`config.mk`:
```
export PLATFORM = sky130hd
export DESIGN_NAME = tsi_cmp
export DESIGN_NICKNAME = d
export VERILOG_FILES = /design/src/rtl/tsi_pkg.sv /design/src/rtl/tsi_cmp.sv
export SDC_FILE = /design/constraint.sdc
export NUM_CORES = 1
export LEC_CHECK = 0
export ABC_AREA = 1
export BUFFER_PORTS_ARGS = -buffer_cell sky130_fd_sc_hd__buf_2
export CORE_AREA = 2 2 107 109
export DETAILED_ROUTE_END_ITERATION = 7
export DIE_AREA = 0 0 109 111
export PLACE_DENSITY_LB_ADDON = 0.12
export REMOVE_ABC_BUFFERS = 1
export SLEW_MARGIN = 10
export SYNTH_ARGS = -nofsm -noshare
export SYNTH_HDL_FRONTEND = slang
export SYNTH_SLANG_ARGS = --single-unit
```
`constraint.sdc`:
```
create_clock -name vclk -period 8.9
set_input_delay 1.335 -clock vclk [all_inputs]
set_output_delay 1.335 -clock vclk [all_outputs]
set_load 0.05 [all_outputs]
```
`src/rtl/tsi_pkg.sv`:
```
// ----------------------------------------------------------------------------
// Three-way sorted set intersection: shared types and constants
// Transaction payload structs, item kind codes and default list depth.
// ----------------------------------------------------------------------------
`default_nettype none

package tsi_pkg;

  localparam int DEFAULT_LIST_DEPTH = 64;

  localparam logic [1:0] KIND_LOAD_A = 2'd0;
  localparam logic [1:0] KIND_LOAD_B = 2'd1;
  localparam logic [1:0] KIND_LOAD_C = 2'd2;
  localparam logic [1:0] KIND_START  = 2'd3;

  typedef struct packed {
    logic [1:0]         kind;
    logic signed [31:0] elem_value;
  } in_item_t;

  typedef struct packed {
    logic signed [31:0] common_value;
    logic               is_last;
    logic               is_empty;
    logic               overflowed;
  } out_item_t;

  // Verdict of the shared three-way compare for one merge step.
  typedef struct packed {
    logic all_eq;
    logic adv_a;
    logic adv_b;
    logic adv_c;
  } cmp_res_t;

endpackage

`default_nettype wire

```
`src/rtl/tsi_cmp.sv`:
```
// ----------------------------------------------------------------------------
// Three-way head compare
// Finds whether the three list heads agree and which heads lie below the max.
// ----------------------------------------------------------------------------
`default_nettype none

module tsi_cmp
  import tsi_pkg::*;
(
  input  wire logic signed [31:0] head_a,
  input  wire logic signed [31:0] head_b,
  input  wire logic signed [31:0] head_c,
  output cmp_res_t                verdict
);

  logic signed [31:0] max_ab;
  logic signed [31:0] max_abc;

  always_comb begin
    max_ab  = (head_b > head_a) ? head_b : head_a;
    max_abc = (head_c > max_ab) ? head_c : max_ab;
    verdict.all_eq = (head_a == head_b) && (head_b == head_c);
    verdict.adv_a  = head_a < max_abc;
    verdict.adv_b  = head_b < max_abc;
    verdict.adv_c  = head_c < max_abc;
  end

endmodule

`default_nettype wire

```
# Word-level counts from Yosys, hierarchy flattened
# Cells that the tools add are included.
# totals
regBits	0
out_inout_bits	4
wordCells	10
# classes
eq_ne	2
reduce_logical	1
magnitude_cmp	5
mux	2
# ops
cell	count
32-bit < comparator	3
32-bit equality test	2
32-bit greater-than comparator	2
32-bit 2-to-1 mux	2
1-bit logical AND	1

# Logic depth before layout (Yosys ltp)
# logic_depth
word_depth	5
depth_mapped	46

# Worst setup path after synthesis
# OpenSTA, ideal clock, no wires.
# synth_timing
kind	input -> output
startpoint	input port head_a[31]
endpoint	output port verdict[0] (netlist name)
required_ps	7565
path_buffers	4
setup_slack_ps	1308
arrival_time_ps	6257
stages	33
path_cell_list	inv_1 -> ha_1 -> a21oi_1 -> o21a_1 -> nand3_1 -> nor2_1 -> nand2_1 -> nand2_2 -> nand3_4 -> buf_2 -> buf_2 -> nand2_1 -> o21ai_0 -> ha_1 -> nand4_1 -> nor3_1 -> and3_1 -> nand4_1 -> nand3_2 -> buf_2 -> buf_1 -> nand2_1 -> o21ai_0 -> ha_1 -> a21oi_1 -> o21ai_0 -> nand3_1 -> nand2_1 -> nand2_1 -> a21oi_1 -> a211oi_1 -> nand3_1 -> nand2_1
# synth_rtl
item	line_no	rtl
start: declaration	tsi_cmp.sv:10	input wire logic signed [31:0] head_a,
end: declaration	tsi_cmp.sv:13	output cmp_res_t verdict

==> impl.org <==
** Synth
- The commonest cells after synthesis are 211 x nand2_1, 151 x ha_1, 79 x inv_1, 71 x o21ai_0, 66 x a21oi_1.
- The share of the Yosys chip area taken by registers is 0.
- Dominant cell by count in the synthesized netlist :: nand2_1
- Summed over all instances, the cell type with the most area after synthesis is ha_1.
- In the post-synthesis netlist, the biggest area contributors are ha_1 39%, nand2_1 16%, o21ai_0 7.4%, a21oi_1 6.9%, inv_1 6.2%.
- After synthesis the cells add up to 4811 um2.
- During synthesis, Yosys emitted a total of 0 warnings.
- Of the post-synthesis cell area, the dominant cell type holds 0.3927.
- Instance count of the mapped netlist :: roughly 760
- Number of library cell types mapped by synthesis :: 34
- Averaged over all synthesized cells, the footprint is 6.297 um2.

** Power and ir drop
- Overall power consumption :: 0.0007443 W
- Total leakage power :: 3.049 nW
- Pwr Density :: 134.7 nW/um2
- Max VDD drop :: approximately 0.00014 V

** Critical path
- Worst Path Class, Setup :: in -> out
- Most common cell type on the critical path :: nand2_1
- Critical path data arrival time :: between 6000 and 7000 ps
- Broken down by cell family, the worst path's largest delay share belongs to simple AND/OR/NAND/NOR gates.
- STA classifies the critical path endpoint as a primary output.
- The worst setup path is launched from a primary input.
- Along the worst path, the maximum fanout reaches 36.
- On the worst path, the slowest cell contributes a delay of 380 ps.
- Highest-delay cell along the critical path :: ha_1
- Number of buffer and inverter instances along the worst setup path :: 5
- Data on the critical path is required at its endpoint by 7570 ps.

** Drt
- Final routed DRC violation total :: 0
- WL final :: around 16,000 um
- DR WL/cell :: 15.53 um
- Violation count after the first detailed-routing iteration :: 301
- Vias :: between 5,000 and 6,000
- The first detailed-routing pass ran for 6 iterations.
- The count of nets left with antenna violations once routing finished came out at 0.
- In the routed layout, each cell is associated on average with a via count of ~5.5.

** Place
- Count of input and output buffers :: 100
- Routability-driven placement finished with a final weighted congestion of 0.9321.
- The wire-length estimate of the detail-placed layout is 13,690 um.
- Place WS :: 153.6 ps

** Timing
- The routed design could run at a clock period as short as 8245 ps.
- Setup repair after global routing left no endpoint under its margin.
- Minimum setup slack in the final design :: 654.8 ps
- Setup violations remaining at the end of the flow were counted as 0.
- Final clock period utilization by the worst path :: 0.9264
- Count of pins over their slew limit :: 0
- Post-Route Setup TNS :: 0 ps
- Worst slew margin relative to its limit :: 0.6490
- Timing would allow up to 0.1213 GHz.
- Final-report hold violation count :: 0
- At the pin with the least slew margin, the transition time is 521.0 ps.

** Cells and area
- Clock buf count :: 0
- There are 0 flip-flops and latches.
- Antenna Diode Count :: 0
- Register Area :: 0 um2
- Share of post-route cells with drive strength above 1 :: 0.1517
- Layout-stage area growth over the synthesis result :: 14.88%
- Post-layout net count :: 1,106

** Die
- Num rows :: 39
- The initial utilization of the core area, before any placement, comes to 0.4343.
- Die width :: 109 um
- The core region is about 11,000 um2.
- The die covers 12,100 um2.
- 100 I/O pins were placed.
- From bottom edge to top edge, the die measures between 100 and 150 um.

** Global route
- The number of global-route vias before repair was roughly 5,500.
- Number of antenna violations at the first check in global routing :: 0
- Summed over all layers, the global routing overflow is 0.
- The first global-routing pass estimated 25,230 um of wire.
- Pin count of the biggest net entering global routing :: 37
- In the global route stage, overall resource usage came out at 0.2552.

** Worst hold path
- Worst min-delay path category :: in -> out

** Clock tree
- Post-CTS Hold Fix Bufs :: 0
- In this run the post-CTS setup repair buffer count came out at 0.

** Job
- Number of max-cap violations :: 0

** Run status
- The flow ran to the end, and the final reports show no timing, DRC or antenna violations.
[worst min-delay path: cells and delay by family]
| family | cells | cell delay (ps) |
|---|---|---|
| and+or+nand+nor | 5 | 310 |
| buffers and inverters | 2 | 290 |
[logic make-up after synthesis]
logic type | share of synthesized area
buf+inv | 0.07282
simple gates | 0.3085
xor+xnor | 0.03459
fa+ha+maj | 0.3927
compound gates | 0.1914
[layer usage]
layer / share of wire / up-vias / track usage / wire, um
li1: - / 2865 / - / -
met1: 0.45 / 2494 / 0.3319 / 6921
met2: 0.49 / 164 / 0.4605 / 7542
met3: 0.044 / 24 / 0.008818 / 690
met4: 0.024 / 0 / 0.05385 / 371
met5: 0 / - / 0 / 0
[cell usage in the layout (no fill, tap or decap), drive strengths merged]
cell type  instances
a211oi             9
nand2            216
nor3               7
o21ai             71
o221ai             4
nand3b             1
o221a              2
nor2              34
o2111a             1
o211ai             2
and3               1
inv               80
and2               1
a21o               1
a221oi             1
nor4               6
nand4             26
a21oi             66
o21a               5
xnor2             19
o21bai             4
buf              104
ha               151
or2                6
nand3             39
[metrics by stage]
step / instance area [um2] / hold WS (ps) / util / std cells
floorplan: 4761 / 3023 / - / 752
global placement: 5483 / 3292 / 0.4950 / 999
detailed placement: 5483 / 3288 / 0.4950 / 999
CTS: 5483 / 3288 / 0.4950 / 999
global route: 5527 / 3312 / 0.4989 / 1000
finish: 5527 / 3277 / 0.4989 / 1000
[where the power goes]
part	switching (W)	internal [W]	total, W
sequential	0	0	0
combinational	0.000471	0.000273	0.000744
clock	0	0	0
total	0.000471	0.000273	0.000744
[area by class of cell]
| type | instances | area [um2] |
|---|---|---|
| fill | 1130 | 5550 |
| inverter | 80 | 300.3 |
| multi-input combinational | 673 | 4501 |
| tap | 143 | 178.9 |
| timing repair buffer | 104 | 546.8 |
[what timing repair did]
action | 4_1_cts | 5_1_grt
gates resized for setup | 0 | 14
endpoints found under the hold margin | 0 | 0
setup endpoints to repair | 0 | 3
[final timing paths]
| check | from | end | slack (ps) | cells past startpoint |
|---|---|---|---|---|
| setup / recovery | head_a[31] | verdict[2] | 650 | 34 |
| hold / removal | head_c[0] | verdict[3] | 3280 | 7 |
Note: power is estimated with default switching activity, not from simulation.
