### src/rtl/tsi_list_mem.sv
// ----------------------------------------------------------------------------
// List storage
// One list of signed values: one write port, one registered read port.
// ----------------------------------------------------------------------------
`default_nettype none

module tsi_list_mem #(
  parameter int DEPTH = 64,
  parameter int AW    = 6
) (
  input  wire logic                clk,
  input  wire logic                wr_en,
  input  wire logic [AW-1:0]       wr_addr,
  input  wire logic signed [31:0]  wr_data,
  input  wire logic [AW-1:0]       rd_addr,
  output logic signed [31:0]       rd_data
);

  logic signed [31:0] mem [DEPTH];

  always_ff @(posedge clk) begin
    if (wr_en) begin
      mem[wr_addr] <= wr_data;
    end
  end

  always_ff @(posedge clk) begin
    rd_data <= mem[rd_addr];
  end

endmodule

`default_nettype wire

### config.mk
export PLATFORM = sky130hd
export DESIGN_NAME = tsi_list_mem
export DESIGN_NICKNAME = d
export VERILOG_FILES = /design/src/rtl/tsi_list_mem.sv
export SDC_FILE = /design/constraint.sdc
export NUM_CORES = 2
export LEC_CHECK = 0
export BUFFER_PORTS_ARGS = -buffer_cell sky130_fd_sc_hd__buf_2
export CAP_MARGIN = 20
export CORE_AREA = 2 2 402 364
export DETAILED_ROUTE_END_ITERATION = 10
export DIE_AREA = 0 0 404 366
export PLACE_DENSITY_LB_ADDON = 0.3
export SLEW_MARGIN = 20
export SYNTH_ARGS = -nofsm -noshare
export SYNTH_HDL_FRONTEND = slang
export SYNTH_SLANG_ARGS = --single-unit
### constraint.sdc
create_clock -name clk -period 5.9 [get_ports clk]
set_input_delay 0.885 -clock clk [delete_from_list [all_inputs] [get_ports clk]]
set_output_delay 0.885 -clock clk [all_outputs]
set_load 0.02 [all_outputs]
# Yosys cells after proc, flatten, opt, wreduce, memory -nomap -nowiden
# Memories as Yosys holds them, arrays and structs flattened. A register that Yosys moved wholly into a read port is not among the register bits.
# Cells that the tools add are included.
# classes
muxes	2
# ops
cell	count
2-to-1 mux 1 bit	2
# totals
reg_bits	0
mem_bits_rw	2048
input_bits	46
out_inout_bits	32
wordCells	3
n_memories	1
# mem_list
name	depth	word_bits	read_ports	rd_clocked_by_memory_dff	wr	line	source
mem	64	32	1	1	1	19	logic signed [31:0] mem [DEPTH];

# Depth between registers and ports, before layout
# logic_depth
word_depth	2
depth_mapped	10
mapped_depth_nobuf	5

# Worst setup path before layout
# OpenSTA, ideal clock, no wires.
# synth_path
path_kind	in2reg
startpoint	input wr_addr[3]
endpoint	memory mem[48][0], enable pin
setup_time_ns	0.461
t_arrival_ns	3.584
required_ns	5.439
slack_ns	1.855
path_stages	4
path_buffers	1
cell_sequence	clkbuf_1 > nor2b_1 > nand4b_1 > nor3_1
# synth_lines
element	line	source
start: declaration	13	input wire logic [AW-1:0] wr_addr,
end: declaration	19	
# Straight into the memory's write port.

==> run summary <==
================================================================================
Run status                                                          finished, final reports clean
Worst Setup Path Type                                               primary input to flip-flop
DIE HEIGHT                                                                366 um
Total negative slack for setup checks                                       0 ns
Max-capacitance violation count                                                0
Number of vias per cell after detailed routing                              6.70
Launch point of the worst path                                        rd_addr[0]
Leakage power summed over all cells                                      27.3 nW
Library cell with the largest summed area after synthesis           sky130_fd_sc_hd__edfxtp_1
Sink count of the clock tree                                                2080
Core area                                                            143000 um^2
Largest stage delay on the critical path                                 0.70 ns
Sequential power share                                                     55.0%
Final RePlAce weighted congestion                                          0.814
Routed wire length                                                        196 mm
Int Pwr                                                                  23.5 mW
Net count of the finished layout                                            3581
DRC viols                                                                      0
Critical path data arrival time                                          3.93 ns
Clock network latency to the later pin of the worst-skew pair            0.83 ns
Util after Layout                                                          61.4%
Slew Viols, Final                                                              0
First-pass GRT wire length                                                279 mm
Root Buffer                                                         sky130_fd_sc_hd__clkbuf_16
Tmin final                                                               3.30 ns
Share of async-settable or async-resettable flops after synthesis             0%
Slowest cell on the critical path                                   sky130_fd_sc_hd__o22ai_1
Total power per unit cell area                                       339 nW/um^2
Post-route fraction of the period consumed by the critical path            55.9%
FF-to-FF path depth                                                            4
Fraction of final layout cells sized beyond drive strength 1               28.9%
Max Root-Sink Buffers                                                          3
Number of instances in the placed design                                    5218
Horiz. Die Dim                                                            404 um
Post-synthesis instance area                                          78500 um^2
Count of boundary I/O pins                                                    78
Switching part of the total power                                          21.2%
PnR Total Power                                                          29.8 mW
Final std cells w/o fill                                                    5578
Setup repair after global routing missed its margin                        false
Number of antenna-violating nets in the routed design                          0
Vias                                                                       37355
Worst reg2reg setup slack                                                3.33 ns
Measured slew at the worst slew-check pin                                1.19 ns
Row Count                                                                    132
Largest driver fanout on the critical path                                    50
Leading post-synthesis cells by cell area                           sky130_fd_sc_hd__edfxtp_1 78%, sky130_fd_sc_hd__mux4_2 16%, sky130_fd_sc_hd__mux2i_1 1.2%
GR Overflow Total                                                              0
Multi-input logic area                                                16000 um^2
Category of the worst setup path launch point                       primary input
Portion of total power attributed to the clock network                     40.0%
FILL cells                                                                  9590
Worst min-delay path category                                       primary input to flip-flop
Number of enable-type register cells in the synthesized netlist             2048
Post CTS Setup Buffer Count                                                    0
Clk pin slew, worst setup/hold paths                                     0.07 ns
Number of clock buffers inserted by TritonCTS                                191
Number of register bits inferred by synthesis                               2080
Reported net switching power                                             6.34 mW
Area growth from synthesis to layout                                       12.1%
Final setup violation count                                                    0
Average cell area after synthesis                                      23.6 um^2
Number of distinct library cells after synthesis                              34
Reg2Reg Launch Point                                                 mem[38][26]
CP required                                                              6.53 ns
Number of gates given a new drive strength after cts                           0
Fraction of post-synthesis cell area in the top cell type by area          78.3%
Post-DR wirelength/cell                                                  35.1 um
Endpoint type of the worst setup path                                  flip-flop
Initial DRT Pass Iterations                                                    6
Die ar.                                                              148000 um^2
Synthesis warning total                                                        0
List of cells traversed by the critical path                        buf_8, buf_12, mux4_2, mux4_2, o22ai_1, nor2_1
End point of the critical path                                       rd_data[26]
Cell seen most often among critical-path stages                     sky130_fd_sc_hd__mux4_2
Worst VDD drop                                                        0.000355 V
All-Layer GR Usage                                                         26.8%
Synthesized net count                                                       3370
Antenna violations before repair                                              17
Power share of the combinational group                                      5.0%
CTS H-Tree Depth                                                               4
Maximum achievable frequency                                             303 MHz
Port Buffer Count                                                             77
Largest net degree at the start of global routing                             81
Placed wire-length estimate                                               112 mm
Share of the yosys chip area belonging to registers                        79.1%
Ys flop type                                                        sky130_fd_sc_hd__edfxtp_1
Hold-fix buffers, CTS                                                          0
Synth Instances                                                             3324
Starting Density                                                           54.8%
Vias in the first global route                                             36704
CTS tree                                                                     yes
Iteration-0 DRC count of the detailed router                                6030
Hold Violations, Final                                                         0
Terminus of the critical flop-to-flop path                           rd_data[26]
Worst max-slew margin expressed relative to the limit                      20.7%
Worst Clk Skew                                                         0.0290 ns
Sequential cell area                                                  62100 um^2
Most frequent cells after synthesis                                 2048 x sky130_fd_sc_hd__edfxtp_1, 544 x sky130_fd_sc_hd__mux4_2, 137 x sky130_fd_sc_hd__nor2_1
Dominant cell by count in the synthesized netlist                   sky130_fd_sc_hd__edfxtp_1
================================================================================
[flip-flops by register name, summed over array words and instances (netlist names)]
signal / cells
rd_data: 32
mem: 2048
[metal layers]
| metal | vias up | global-route usage (%) | part of all wire (%) |
|---|---|---|---|
| li1 | 14689 | - | - |
| met1 | 20035 | 40.5 | 39 |
| met2 | 2338 | 41.3 | 48 |
| met3 | 289 | 4.88 | 11 |
| met4 | 4 | 6.83 | 2.1 |
| met5 | - | 0 | 0.015 |
[cells by family (layout without fill, tap and decap cells)]
family	after synthesis	count (layout)	synth area share [%]
other	0	3	0
AO/OA/AOI/OAI	202	202	1.67
buffers and inverters	182	557	1.13
flip-flops	2080	2080	79.1
AND/OR/NAND/NOR	223	223	1.27
multiplexers	637	637	16.8
[area by class of cell]
cell class | count | share of cell area, %
clock inverters | 108 | 0.980
repair buffers | 200 | 1.81
flip-flops and latches | 2080 | 70.6
multi-input cells | 1062 | 18.1
well taps | 1876 | 2.67
clock buffers | 249 | 5.82
diodes | 3 | 0.00853
[power by group through the flow]
| stage | Combinational [mW] | Sequential [mW] | Clock (mW) |
|---|---|---|---|
| finish | 1.50 | 16.4 | 11.9 |
| global route | 1.58 | 16.4 | 12.6 |
| CTS | 1.50 | 16.4 | 12.1 |
| detailed placement | 1.50 | 16.7 | 0 |
| global placement | 1.47 | 16.7 | 0 |
| floorplan | 0.796 | 16.7 | 0 |
[cell usage in the layout, fill, tap and decap left out, types with 4 or more instances in the layout]
cell / instances
sky130_fd_sc_hd__a21oi_1: 62
sky130_fd_sc_hd__a22oi_1: 12
sky130_fd_sc_hd__a311oi_1: 8
sky130_fd_sc_hd__a41o_1: 4
sky130_fd_sc_hd__and3_1: 4
sky130_fd_sc_hd__buf_12: 15
sky130_fd_sc_hd__buf_2: 48
sky130_fd_sc_hd__buf_4: 133
sky130_fd_sc_hd__bufinv_16: 11
sky130_fd_sc_hd__clkbuf_1: 49
sky130_fd_sc_hd__clkbuf_16: 194
sky130_fd_sc_hd__clkbuf_8: 6
sky130_fd_sc_hd__clkinv_1: 53
sky130_fd_sc_hd__clkinv_2: 26
sky130_fd_sc_hd__clkinv_8: 4
sky130_fd_sc_hd__clkinvlp_4: 4
sky130_fd_sc_hd__dfxtp_1: 32
sky130_fd_sc_hd__edfxtp_1: 2048
sky130_fd_sc_hd__inv_6: 7
sky130_fd_sc_hd__mux2i_1: 93
sky130_fd_sc_hd__mux4_2: 544
sky130_fd_sc_hd__nand2_1: 26
sky130_fd_sc_hd__nand2b_1: 7
sky130_fd_sc_hd__nand3_1: 5
sky130_fd_sc_hd__nand3b_1: 5
sky130_fd_sc_hd__nor2_1: 75
sky130_fd_sc_hd__nor2_4: 62
sky130_fd_sc_hd__nor2b_1: 15
sky130_fd_sc_hd__nor3_1: 5
sky130_fd_sc_hd__o221ai_1: 27
sky130_fd_sc_hd__o22ai_1: 84
sky130_fd_sc_hd__o32ai_1: 4
[worst min-delay path by stage]
| stage | startpoint | to | cells after the start |
|---|---|---|---|
| 2_1_floorplan | mem[12][17] | rd_data[17] | 4 |
| 6_report | wr_data[6] | mem[39][6] | 1 |
| 5_1_grt | wr_data[6] | mem[39][6] | 1 |
| 4_1_cts | wr_data[6] | mem[39][6] | 1 |
| 3_5_place_dp | mem[12][8] | rd_data[8] | 4 |
| 3_3_place_gp | mem[12][8] | rd_data[8] | 4 |
[metrics by stage]
stage	worst slack, ns	hold WS [ns]	area [um^2]
6_report	2.60	0.581	88100
5_1_grt	2.49	0.563	88100
4_1_cts	2.73	0.533	88000
3_5_place_dp	1.83	0.730	82000
3_3_place_gp	1.82	0.707	82000
2_1_floorplan	1.86	0.663	78500
[critical path: cells and delay by family]
family / cells / cell delay, ns
AOI/OAI and AO/OA: 1 / 0.70
and+or+nand+nor: 1 / 0.29
buffers and inverters: 2 / 0.81
muxes: 2 / 1.10
No activity file was read; power rests on OpenSTA's default activity.
